[config.mk]
export PLATFORM = sky130hd
export DESIGN_NAME = quicksort_engine_unit
export DESIGN_NICKNAME = d
export VERILOG_FILES = /design/src/rtl/core/qse_pkg.sv /design/src/rtl/core/quicksort_engine_unit.sv /design/src/rtl/core/qse_ram.sv
export SDC_FILE = /design/constraint.sdc
export NUM_CORES = 2
export LEC_CHECK = 0
export BUFFER_PORTS_ARGS = -buffer_cell sky130_fd_sc_hd__buf_4
export CORE_ASPECT_RATIO = 1.5
export CORE_UTILIZATION = 45
export CTS_CLUSTER_SIZE = 24
export DETAILED_ROUTE_END_ITERATION = 8
export GPL_TIMING_DRIVEN = 0
export PLACE_DENSITY_LB_ADDON = 0.15
export RECOVER_POWER = 100
export SLEW_MARGIN = 25
export SYNTH_ARGS = -nofsm -noshare
export SYNTH_HDL_FRONTEND = slang
export SYNTH_SLANG_ARGS = --single-unit
[constraint.sdc]
create_clock -name clk -period 6.08 [get_ports clk]
set_input_delay 1.216 -clock clk [delete_from_list [all_inputs] [get_ports clk]]
set_output_delay 1.216 -clock clk [all_outputs]
set_load 0.05 [all_outputs]
[src/rtl/core/qse_pkg.sv]
// Shared constants for the quicksort engine.
// No dependencies; used by the top level and the element RAM.
`timescale 1ns / 1ps

package qse_pkg;

	// Width of one element beat on both channels.
	localparam int DATA_W = 32;

	// Default number of elements the store can hold.
	localparam int DEPTH_DEF = 64;

endpackage

[src/rtl/core/quicksort_engine_unit.sv]
// Top level of the quicksort engine: load, in-place sort and ordered read-out.
// Depends on qse_pkg and on qse_ram for the element store.
`timescale 1ns / 1ps

// How to use this block:
// Elements arrive as beats on the item channel (item_valid, item_stall, value, last).
// Each accepted beat is written into the element store; beats that arrive
// once DEPTH elements are held are dropped. The beat marked last starts the sort,
// whether or not it could be stored. While sorting and reading out, item_stall is high.
// The sort is an in-place quicksort driven by a small sequencer around one comparator
// and the single read port of the store. Each partition passes through S_RANGE and
// S_PIV for setup, one S_CMP pointer step per element visited, and S_FIN to wrap up;
// the one RAM read port sets the pace of the pointer steps.
// Read-out then sends the stored elements in ascending order on the result channel
// (res_valid, res_stall, sorted_value, final_res), one beat per cycle while res_stall
// is low, after the S_EADDR start step, with final_res set on the last one. A stalled
// result is held in the output register and read-out pauses until it is taken. When
// the last result has been loaded into the output register the store is empty and a
// new set may be loaded while that result still waits.
// Reset (arst_n low) empties the store and drops any sort or read-out under way;
// result data comes out only for sets loaded after reset.

module quicksort_engine_unit #(
	parameter int DEPTH = qse_pkg::DEPTH_DEF
) (
	input  logic                              clk,
	input  logic                              arst_n,
	input  logic                              item_valid,
	output logic                              item_stall,
	input  logic signed [qse_pkg::DATA_W-1:0] value,
	input  logic                              last,
	output logic                              res_valid,
	input  logic                              res_stall,
	output logic signed [qse_pkg::DATA_W-1:0] sorted_value,
	output logic                              final_res
);

	localparam int DW  = qse_pkg::DATA_W;
	localparam int AW  = (DEPTH > 1) ? $clog2(DEPTH) : 1;   // element address
	localparam int CW  = $clog2(DEPTH + 1);                 // element count
	localparam int IW  = AW + 2;                            // signed range bound
	// Only ranges of two or more elements are stacked, and the larger half is the
	// one stacked, so the stack never holds more than log2(DEPTH) ranges.
	localparam int SD  = AW;
	localparam int SPW = $clog2(SD + 1);
	localparam int SIW = (SD > 1) ? $clog2(SD) : 1;

	typedef struct packed {
		logic signed [IW-1:0] lo;
		logic signed [IW-1:0] hi;
	} range_t;

	typedef enum logic [2:0] {
		S_LOAD,    // taking element beats
		S_RANGE,   // choose the next range to partition, or finish
		S_PIV,     // capture the pivot, fetch the right end
		S_CMP,     // one pointer step per cycle
		S_FIN,     // drop the pivot in place, split the range
		S_EADDR,   // start read-out
		S_EDATA    // stream sorted elements
	} state_t;

	state_t state_q;

	logic [CW-1:0]        count_q;
	logic signed [IW-1:0] lo_q;
	logic signed [IW-1:0] hi_q;
	logic [AW-1:0]        l_q;
	logic [AW-1:0]        r_q;
	logic                 rmv_q;      // 1 while the right pointer moves
	logic signed [DW-1:0] pv_q;       // pivot value, kept out of the store
	range_t               stack_q [SD];
	logic [SPW-1:0]       sp_q;
	logic [AW-1:0]        k_q;

	logic                 res_valid_q;
	logic signed [DW-1:0] sorted_value_q;
	logic                 final_res_q;

	// Store ports.
	logic          ram_we;
	logic [AW-1:0] ram_waddr;
	logic [DW-1:0] ram_wdata;
	logic          ram_re;
	logic [AW-1:0] ram_raddr;
	logic [DW-1:0] ram_rdata;

	qse_ram #(
		.WIDTH (DW),
		.DEPTH (DEPTH)
	) u_store (
		.clk   (clk),
		.we    (ram_we),
		.waddr (ram_waddr),
		.wdata (ram_wdata),
		.re    (ram_re),
		.raddr (ram_raddr),
		.rdata (ram_rdata)
	);

	// Load path.
	logic          has_room;
	logic [CW-1:0] count_nx;

	assign has_room = (count_q < CW'(DEPTH));
	assign count_nx = has_room ? (count_q + CW'(1)) : count_q;

	// Pointer step: the shared comparator tests the element under the moving
	// pointer against the pivot. A stop on an equal key still swaps and steps,
	// so every partition finishes.
	logic signed [DW-1:0] x;
	logic                 go_on;
	logic                 stop;
	logic [AW-1:0]        l_nx;
	logic [AW-1:0]        r_nx;
	logic                 rmv_nx;

	assign x     = $signed(ram_rdata);
	assign go_on = rmv_q ? (pv_q < x) : (x < pv_q);
	assign stop  = !go_on;

	always_comb begin
		l_nx   = l_q;
		r_nx   = r_q;
		rmv_nx = rmv_q;
		if (rmv_q) begin
			if (go_on) begin
				r_nx = r_q - AW'(1);
			end else begin
				l_nx   = l_q + AW'(1);
				rmv_nx = 1'b0;
			end
		end else begin
			if (go_on) begin
				l_nx = l_q + AW'(1);
			end else begin
				r_nx   = r_q - AW'(1);
				rmv_nx = 1'b1;
			end
		end
	end

	// Split after a partition: the pivot lands where the pointers met.
	logic signed [IW-1:0] p;
	logic signed [IW-1:0] p_m1;
	logic signed [IW-1:0] p_p1;
	logic signed [IW-1:0] lsz;
	logic signed [IW-1:0] rsz;

	assign p    = $signed(IW'(l_q));
	assign p_m1 = p - IW'(1);
	assign p_p1 = p + IW'(1);
	assign lsz  = p_m1 - lo_q;
	assign rsz  = hi_q - p_p1;

	// Read-out.
	logic out_free;
	logic is_final;
	logic res_load;

	assign out_free = !res_valid_q || !res_stall;
	assign is_final = ((CW'(k_q) + CW'(1)) == count_q);
	assign res_load = (state_q == S_EDATA) && out_free;

	logic [SPW-1:0] sp_m1;
	assign sp_m1 = sp_q - SPW'(1);

	// Store port control.
	always_comb begin
		ram_we    = 1'b0;
		ram_waddr = count_q[AW-1:0];
		ram_wdata = value;
		ram_re    = 1'b0;
		ram_raddr = k_q;
		case (state_q)
			S_LOAD: begin
				ram_we = item_valid && has_room;
			end
			S_RANGE: begin
				ram_re    = (hi_q > lo_q);
				ram_raddr = lo_q[AW-1:0];
			end
			S_PIV: begin
				ram_re    = 1'b1;
				ram_raddr = r_q;
			end
			S_CMP: begin
				ram_we    = stop;
				ram_waddr = rmv_q ? l_q : r_q;
				ram_wdata = ram_rdata;
				ram_re    = (l_nx < r_nx);
				ram_raddr = rmv_nx ? r_nx : l_nx;
			end
			S_FIN: begin
				ram_we    = 1'b1;
				ram_waddr = l_q;
				ram_wdata = pv_q;
			end
			S_EADDR: begin
				ram_re = 1'b1;
			end
			S_EDATA: begin
				ram_re    = out_free && !is_final;
				ram_raddr = k_q + AW'(1);
			end
			default: begin
				ram_we = 1'b0;
			end
		endcase
	end

	always_ff @(posedge clk or negedge arst_n) begin
		if (!arst_n) begin
			state_q        <= S_LOAD;
			count_q        <= '0;
			sp_q           <= '0;
			rmv_q          <= 1'b1;
			l_q            <= '0;
			r_q            <= '0;
			lo_q           <= '0;
			hi_q           <= '0;
			pv_q           <= '0;
			k_q            <= '0;
			for (int i = 0; i < SD; i++) begin
				stack_q[i] <= '0;
			end
			res_valid_q    <= 1'b0;
			sorted_value_q <= '0;
			final_res_q    <= 1'b0;
		end else begin
			// The output register loads a new beat or empties once its beat is taken.
			if (res_load) begin
				res_valid_q <= 1'b1;
			end else if (res_valid_q && !res_stall) begin
				res_valid_q <= 1'b0;
			end
			case (state_q)
				S_LOAD: begin
					if (item_valid) begin
						count_q <= count_nx;
						if (last) begin
							lo_q    <= '0;
							hi_q    <= $signed(IW'(count_nx)) - IW'(1);
							sp_q    <= '0;
							state_q <= S_RANGE;
						end
					end
				end
				S_RANGE: begin
					if (hi_q > lo_q) begin
						l_q     <= lo_q[AW-1:0];
						r_q     <= hi_q[AW-1:0];
						rmv_q   <= 1'b1;
						state_q <= S_PIV;
					end else if (sp_q != '0) begin
						lo_q <= stack_q[sp_m1[SIW-1:0]].lo;
						hi_q <= stack_q[sp_m1[SIW-1:0]].hi;
						sp_q <= sp_m1;
					end else begin
						k_q     <= '0;
						state_q <= S_EADDR;
					end
				end
				S_PIV: begin
					pv_q    <= $signed(ram_rdata);
					state_q <= S_CMP;
				end
				S_CMP: begin
					l_q   <= l_nx;
					r_q   <= r_nx;
					rmv_q <= rmv_nx;
					if (!(l_nx < r_nx)) begin
						state_q <= S_FIN;
					end
				end
				S_FIN: begin
					// Keep the smaller side, stack the larger one when it needs work.
					if (lsz > rsz) begin
						if (lsz > 0 && sp_q < SPW'(SD)) begin
							stack_q[sp_q[SIW-1:0]] <= '{lo: lo_q, hi: p_m1};
							sp_q <= sp_q + SPW'(1);
						end
						lo_q <= p_p1;
					end else begin
						if (rsz > 0 && sp_q < SPW'(SD)) begin
							stack_q[sp_q[SIW-1:0]] <= '{lo: p_p1, hi: hi_q};
							sp_q <= sp_q + SPW'(1);
						end
						hi_q <= p_m1;
					end
					state_q <= S_RANGE;
				end
				S_EADDR: begin
					state_q <= S_EDATA;
				end
				S_EDATA: begin
					if (out_free) begin
						sorted_value_q <= $signed(ram_rdata);
						final_res_q    <= is_final;
						if (is_final) begin
							count_q <= '0;
							state_q <= S_LOAD;
						end else begin
							k_q <= k_q + AW'(1);
						end
					end
				end
				default: begin
					state_q <= S_LOAD;
				end
			endcase
		end
	end

	assign item_stall   = (state_q != S_LOAD);
	assign res_valid    = res_valid_q;
	assign sorted_value = sorted_value_q;
	assign final_res    = final_res_q;

endmodule

[src/rtl/core/qse_ram.sv]
// Generic simple dual-port RAM: one write port, one read port with registered data.
// Depends on qse_pkg for its default sizes.
`timescale 1ns / 1ps

module qse_ram #(
	parameter int WIDTH = qse_pkg::DATA_W,
	parameter int DEPTH = qse_pkg::DEPTH_DEF,
	localparam int AW = (DEPTH > 1) ? $clog2(DEPTH) : 1
) (
	input  logic             clk,
	input  logic             we,
	input  logic [AW-1:0]    waddr,
	input  logic [WIDTH-1:0] wdata,
	input  logic             re,
	input  logic [AW-1:0]    raddr,
	output logic [WIDTH-1:0] rdata
);

	logic [WIDTH-1:0] mem [DEPTH];
	logic [WIDTH-1:0] rdata_q;

	always_ff @(posedge clk) begin
		if (we) begin
			mem[waddr] <= wdata;
		end
		if (re) begin
			rdata_q <= mem[raddr];
		end
	end

	assign rdata = rdata_q;

endmodule
# Word-level counts from Yosys, hierarchy flattened

Memory sizes are Yosys's and may differ from the RTL's. A register that Yosys moved wholly into a read port is not among the register bits.
Index checks and enable logic that the tools add are counted.
Widths: inputs -> output; s select.

Add/subtract/negate cells: 12
Magnitude comparators: 12
Equal/unequal tests: 23
Mux-type cells: 75
Bitwise logic cells: 2
Reductions and logical operators: 31

Operators with widths:

| operator            | number |
|---|---|
| $mux 96             | 3 |
| $bwmux 96           | 2 |
| $mux 6              | 14 |
| $mux 8              | 10 |
| $lt 32x32->1        | 2 |
| $pmux 32 s2         | 1 |
| $bmux 16 s3         | 1 |
| $demux 16 s3        | 1 |
| $mux 16             | 3 |
| $pmux 6 s2          | 4 |
| $pmux 8 s3          | 2 |
| $mux 3              | 14 |
| $mux 7              | 4 |
| $ne 2x2->1 const B  | 12 |
| $pmux 6 s4          | 1 |
| $pmux 3 s7          | 1 |
| $reduce_and 6->1    | 3 |
| $gt 8x1->1 const B  | 2 |
| $gt 8x8->1          | 2 |
| $add 6x1->7 const B | 2 |
| $pmux 7 s2          | 1 |
| $add 6x1->6 const B | 2 |
| $reduce_bool 2->1   | 5 |
| $eq 3x3->1 const B  | 3 |
| 35 further kinds    | 60 |

Register bits: 210
Bits in writable memories: 2,048
Output and inout bits: 35
Memories kept: 1

Memory list:

| name        | words | width | read ports | clocked after Yosys merged registers in | write ports | RTL line      | source |
|---|---|---|---|---|---|---|---|
| u_store.mem | 64    | 32    | 1          | 1                                       | 1           | qse_ram.sv:19 | `logic [WIDTH-1:0] mem [DEPTH];` |

# Logic depth before layout (Yosys ltp)

Depth after elaboration: 8
Gate-level depth with buffers: 23

# Hierarchy

Synthesis repeated with hierarchy kept, for this count alone.

Cell total of the unflattened synthesis: 4,662
Area total of the unflattened synthesis: 92,133.4 um^2

Modules (own cells, without submodules):

| module                | instances | cells each | area each (um^2) |
|---|---|---|---|
| qse_ram               | 1         | 3,324      | 78,835.6 |
| quicksort_engine_unit | 1         | 1,338      | 13,297.8 |

# Worst setup path after synthesis

Ideal clock, no wire load.

Path kind: reg-to-reg
From: register l_q[0]
To: register stack_q[36] (netlist bit)
Library setup time: 0.125 ns
Arrival time: 5.268 ns
Setup slack: 0.688 ns
Stages on the path, launching flop included: 23
Buffers on the path: 3
Clock period less this slack: 5.392 ns
Path through: dfrtp_1 > clkbuf_1 > clkinv_1 > ha_1 > inv_1 > ha_1 > nor2b_1 > o21ai_0 > a21oi_1 > o21ai_0 > a21oi_1 > o21a_1 > or3_1 > and2_1 > ha_1 > inv_1 > a211oi_1 > or2_0 > clkbuf_1 > a221o_1 > nor4_2 > buf_2 > mux2_2

Cells in the longest elaborated chain, start to end: 6

Ends and longest elaborated chain:

| element                                                          | RTL line                                                   | source |
|---|---|---|
| start: declaration                                               | quicksort_engine_unit.sv:68                                | `logic [AW-1:0] l_q;` |
| start signal: assignment                                         | quicksort_engine_unit.sv:251                               | `l_q <= lo_q[AW-1:0];` |
| start signal: assignment                                         | quicksort_engine_unit.sv:269                               | `l_q <= l_nx;` |
| $sub 6x1->7 / $add 6x1->7 (equally long branches)                | quicksort_engine_unit.sv:151, quicksort_engine_unit.sv:152 |  |
| $sub 7x8->8 / $sub 8x8->8 (equally long branches)                | quicksort_engine_unit.sv:153, quicksort_engine_unit.sv:154 |  |
| $gt 8x1->1, on equally long branches                             | quicksort_engine_unit.sv:279, quicksort_engine_unit.sv:285 |  |
| $logic_and 1x1->1, on equally long branches                      | quicksort_engine_unit.sv:279, quicksort_engine_unit.sv:285 |  |
| $ne 2x1->1 (no line) / $reduce_bool 2->1 (equally long branches) | --                                                         |  |
| $reduce_and 3->1 (no line)                                       | --                                                         |  |
| end signal: indexed assignment                                   | quicksort_engine_unit.sv:280                               | `stack_q[sp_q[SIW-1:0]] <= '{lo: lo_q, hi: p_m1};` |
| end signal: indexed assignment                                   | quicksort_engine_unit.sv:286                               | `stack_q[sp_q[SIW-1:0]] <= '{lo: p_p1, hi: hi_q};` |
| end: declaration                                                 | quicksort_engine_unit.sv:72                                | `range_t stack_q [SD];` |

Parallel ways exist; a longest one is shown, timed or not. The select of a mux whose other input is x is not followed.
A chain may end at the register's enable or synchronous reset.

# Worst setup path in the final report

From: register u_store.rdata_q[31], in the netlist u_store.rdata[31], read port of u_store.mem
To: register u_store.rdata_q[4], in the netlist u_store.rdata[4], read port of u_store.mem (data pin)

Cells in the longest elaborated chain, start to end: 6

Ends and longest elaborated chain:

| element                                         | RTL line                                                   | source |
|---|---|---|
| start: declaration                              | qse_ram.sv:20                                              | `logic [WIDTH-1:0] rdata_q;` |
| $lt 32x32->1                                    | quicksort_engine_unit.sv:119                               | `assign go_on = rmv_q ? (pv_q < x) : (x < pv_q);` |
| $mux 1 *                                        | quicksort_engine_unit.sv:119                               |  |
| $mux 6 (tied with other cells)                  | quicksort_engine_unit.sv:134                               | `if (go_on) begin` |
| $mux 6 / $mux 1 (equally long branches)         | quicksort_engine_unit.sv:126                               | `if (rmv_q) begin` |
| $lt 6x6->1 / $mux 6 (equally long branches)     | quicksort_engine_unit.sv:191, quicksort_engine_unit.sv:192 |  |
| $pmux 1 s4 / $pmux 6 s4 (equally long branches) | quicksort_engine_unit.sv:175                               | `case (state_q)` |

Mark *: on every way between the ends. The rest lies on a longest branch, timed or not.

==> summary.md <==
| Metric | Value |
|---|---|
| Status | finished with violations |
| Violations in the final reports | max-capacitance violations, max-slew violations, negative setup slack |
| RSZ-0062 raised after global routing | yes |
| Clk slew on worst S/H paths | 70 ps |
| FF+latch area | about 0.068 mm2 |
| Fin worst setup slack | -242.5 ps |
| DRT Pass-1 Iters | 8 |
| Fin. Hold Viols | 0 |
| # nets final | between 7000 and 8000 |
| Post-DR wirelength/cell | 36.58 um |
| Clock Skews | 66.06 ps |
| Share of cells above drive strength 1 | 0.1575 |
| Leak | 32.70 nW |
| # hold bufs at CTS | 0 |
| Total Routed Length | 372800 um |
| Slew Viols, Final | around 120 |
| Power share of the combinational group | 0.002 |
| Inserted Clock Buffers | 215 |
| PwrDens | 278.5 mW/mm2 |
| GR Util All Layers | 0.3519 |
| Max_cap viols | 2 |
| DR vias/cell | ~6.3 |
| Rows | 204 |
| Yosys warnings | 0 |
| Critical path's top delay family | buffers and inverters |
| Post-synth EDFFs | 2080 |
| CP Launch Type | flip-flop |
| Largest net degree at the start of global routing | 96 |
| Post-synthesis cell area | about 0.094 mm2 |
| First-pass GRT wire length | slightly above 500000 um |
| 1st-iter DRT viols | 9513 |
| Routability cong. | 1.082 |
| CP Class | flip-flop to flip-flop |
| Power consumption | just over 30 mW |
| Slew @ Worst Pin | 3124 ps |
| Vias in the first global route | 60830 |
| Placed cells | 9787 |
| CTS tree | built |
| FMAX | 158.2 MHz |
| Synth area leader | edfxtp_1 |
| Core Area | 0.2065 mm2 |
| Post-synth top cells | 2080 x edfxtp_1, 1624 x nand2_1, 784 x nand3_1, 246 x mux2i_1, 209 x dfrtp_1 |
| Multi-input gate area | 0.02535 mm2 |
| Unique masters post-synth | 87 |
| Placement Cell Area | between 0.1 and 0.15 mm2 |
| Rel. slew slack | -1.083 |
| CTS Buffer Depth | 4 |
| Mapped Cells | 6866 |
| Port bufs | 71 |
| Finished Cell Area | 0.1101 mm2 |
| Switching Power | approximately 6.1 mW |
| Crit path max fanout | 10 |
| Most common cell in the netlist | edfxtp_1 |
| DR DRC count | 0 |
| Clock network fraction of total power | 0.447 |
| Synthesized net count | roughly 7000 |
| Die W | 374.8 um |
| Register share of total power | 0.552 |
| Synth Area per Inst | 13.66 um2 |
| Critical Path Sink Type | flip-flop |
| Sw Share | 0.1981 |
| Clock Tree Root | clkbuf_16 |
| Clk Latency, worst-skew pair | 910 ps |
| CP max stage cell | nand4_1 |
| Fin cells | between 10000 and 15000 |
| H-tree levels | 4 |
| Synth top area cells | edfxtp_1 67%, nand2_1 6.5%, dfrtp_1 5.6%, nand3_1 4.2%, mux2i_1 2.6% |
| Area delta synth->final | 17.37% |
| Synth async-reset ratio | 0.09170 |
| Yosys top cell area share | 0.6660 |
| CP required | 6680 ps |
| Final setup viols | 24 |
| CP Buf/Inv Count | 5 |
| Critical path's largest stage delay | 620 ps |
| Register bit count reported by yosys | roughly 2300 |
| Internal power | 24.58 mW |
| Vias | 64220 |
| Minimum clock period | approximately 6300 ps |
| # IOs | just over 70 |
| Detailed-placement wirelength estimate | 264700 um |
| FILL cells | 17090 |
| Global route total overflow | 0 |
| Fin crit share | 1.040 |
| CTS Sinks | approximately 2300 |
| Top FF cell, synth | edfxtp_1 |
| Die area | 0.2103 mm2 |
| Maximum VDD drop | 0.2338 mV |
| Class of the worst hold path | flip-flop to flip-flop |
| Post-synthesis sequential area ratio | 0.7220 |
| Crit-path cells | ha_1 > nand4_1 > nor4_4 > o32ai_2 > mux2i_4 > buf_4 > o22ai_4 > a21o_1 > buf_6 > buf_2 > clkbuf_4 > buf_2 > nand3_1 > nand3_1 > nand4_1 > o22a_1 |
| Die height | 561.1 um |
| WP data arrival | 6920 ps |
| Routed Antenna Nets | 0 |
| Antenna violations before repair | 29 |
| Starting Density | 0.4542 |
logic make-up after synthesis:
logic type                 share of synthesized area
xor gates and xnor gates                    0.004669
and+or+nand+nor                               0.1287
muxes                                        0.06114
adders and majority gates                    0.01057
DFF                                           0.7220
AOI/OAI and AO/OA                            0.04993
buffers and inverters                        0.02295
tightest hold or removal path: cells and delay by family (launching register included):
family          cells  cell delay [ps]
simple gates        1               40
flops               1              340
compound gates      1               60
per-layer routing:
metal,GRT usage,vias up,part of all wire
li1,-,26510,-
met1,0.4042,32560,0.33
met2,0.5548,4061,0.46
met3,0.09285,1078,0.11
met4,0.2872,18,0.098
met5,0,-,0.00036
final cells by class:
class / instances / area share
Clock buffer: 258 / 0.05092
Timing Repair Buffer: 256 / 0.03990
Multi-Input combinational cell: 4086 / 0.2303
Buffer: 402 / 0.01845
Antenna cell: 11 / 0.0002501
Sequential cell: 2290 / 0.6152
Clock inverter: 131 / 0.01179
Inverter: 80 / 0.002808
Tap cell: 2678 / 0.03044
power groups by stage:
stage	Clock [mW]	Sequential, mW	Combinational, mW
6_report	13.7	16.9	0.0491
4_1_cts	13.7	16.9	0.0539
3_3_place_gp	0	17.3	0.0480
5_1_grt	14.3	16.9	0.0558
3_5_place_dp	0	17.3	0.0538
2_1_floorplan	0	17.3	0.000760
sequential cells by signal, indices dropped and copies added (netlist names):
register / cells
u_store.mem: 2048
stack_q: 96
pv_q: 32
sorted_value: 32
u_store.rdata: 32
hi_q: 8
lo_q: 8
count_q: 7
k_q: 6
l_q: 6
r_q: 6
sp_q: 3
state_q: 3
final_res: 1
res_valid: 1
rmv_q: 1
repair_timing:
item                                    4_1_cts  5_1_grt
endpoints found under the setup margin      144      109
hold endpoints to repair                      0        0
gates resized for setup                      92       83
setup buffers                                 2       10
pin swaps                                     4       12
through the flow:
stage	util	setup WS, ps	setup TNS (ps)	hold WS (ps)
floorplan	-	687.6	0	463.5
global placement	0.4730	-3076	-2866350	467.9
detailed placement	0.4967	-1296	-93680	472.1
CTS	0.5321	1.879	0	256.2
global route	0.5330	-105.2	-385.9	506.2
finish	0.5331	-242.5	-2659	476.3
cell usage in the layout (no fill, tap or decap), types with 26 or more instances in the layout:
cell type	count
edfxtp_1	2080
nand2_1	1592
nand3_1	778
mux2i_1	245
clkbuf_16	218
dfrtp_1	209
clkbuf_1	201
a21oi_1	194
buf_2	144
mux2_2	129
o21ai_0	99
nor2_1	92
buf_4	88
buf_16	87
a22oi_1	81
inv_1	76
ha_1	75
mux4_2	74
buf_12	65
nor2_4	64
nand4_1	55
clkinv_1	55
o22ai_1	54
clkbuf_2	43
clkinv_2	38
nand2_4	31
nor4_2	29
o221ai_1	28
xnor2_1	27
nor3_1	26
buf_1	26
bufinv_16	26
final timing paths:
path                                             start  slack [ps]  depth (start not counted)                           end
max                        u_store.rdata[31]$_DFFE_PP_        -240                         16    u_store.rdata[4]$_DFFE_PP_
min                        sorted_value[0]$_DFFE_PN0P_         480                          2   sorted_value[0]$_DFFE_PN0P_
max reg2reg                u_store.rdata[31]$_DFFE_PP_        -240                         16    u_store.rdata[4]$_DFFE_PP_
min reg2reg                sorted_value[0]$_DFFE_PN0P_         480                          2   sorted_value[0]$_DFFE_PN0P_
max in group asynchronous                       arst_n        1530                          3       stack_q[54]$_DFFE_PN0P_
min in group asynchronous                       arst_n        1350                          1  sorted_value[31]$_DFFE_PN0P_
(Power assumes the default switching activity.)
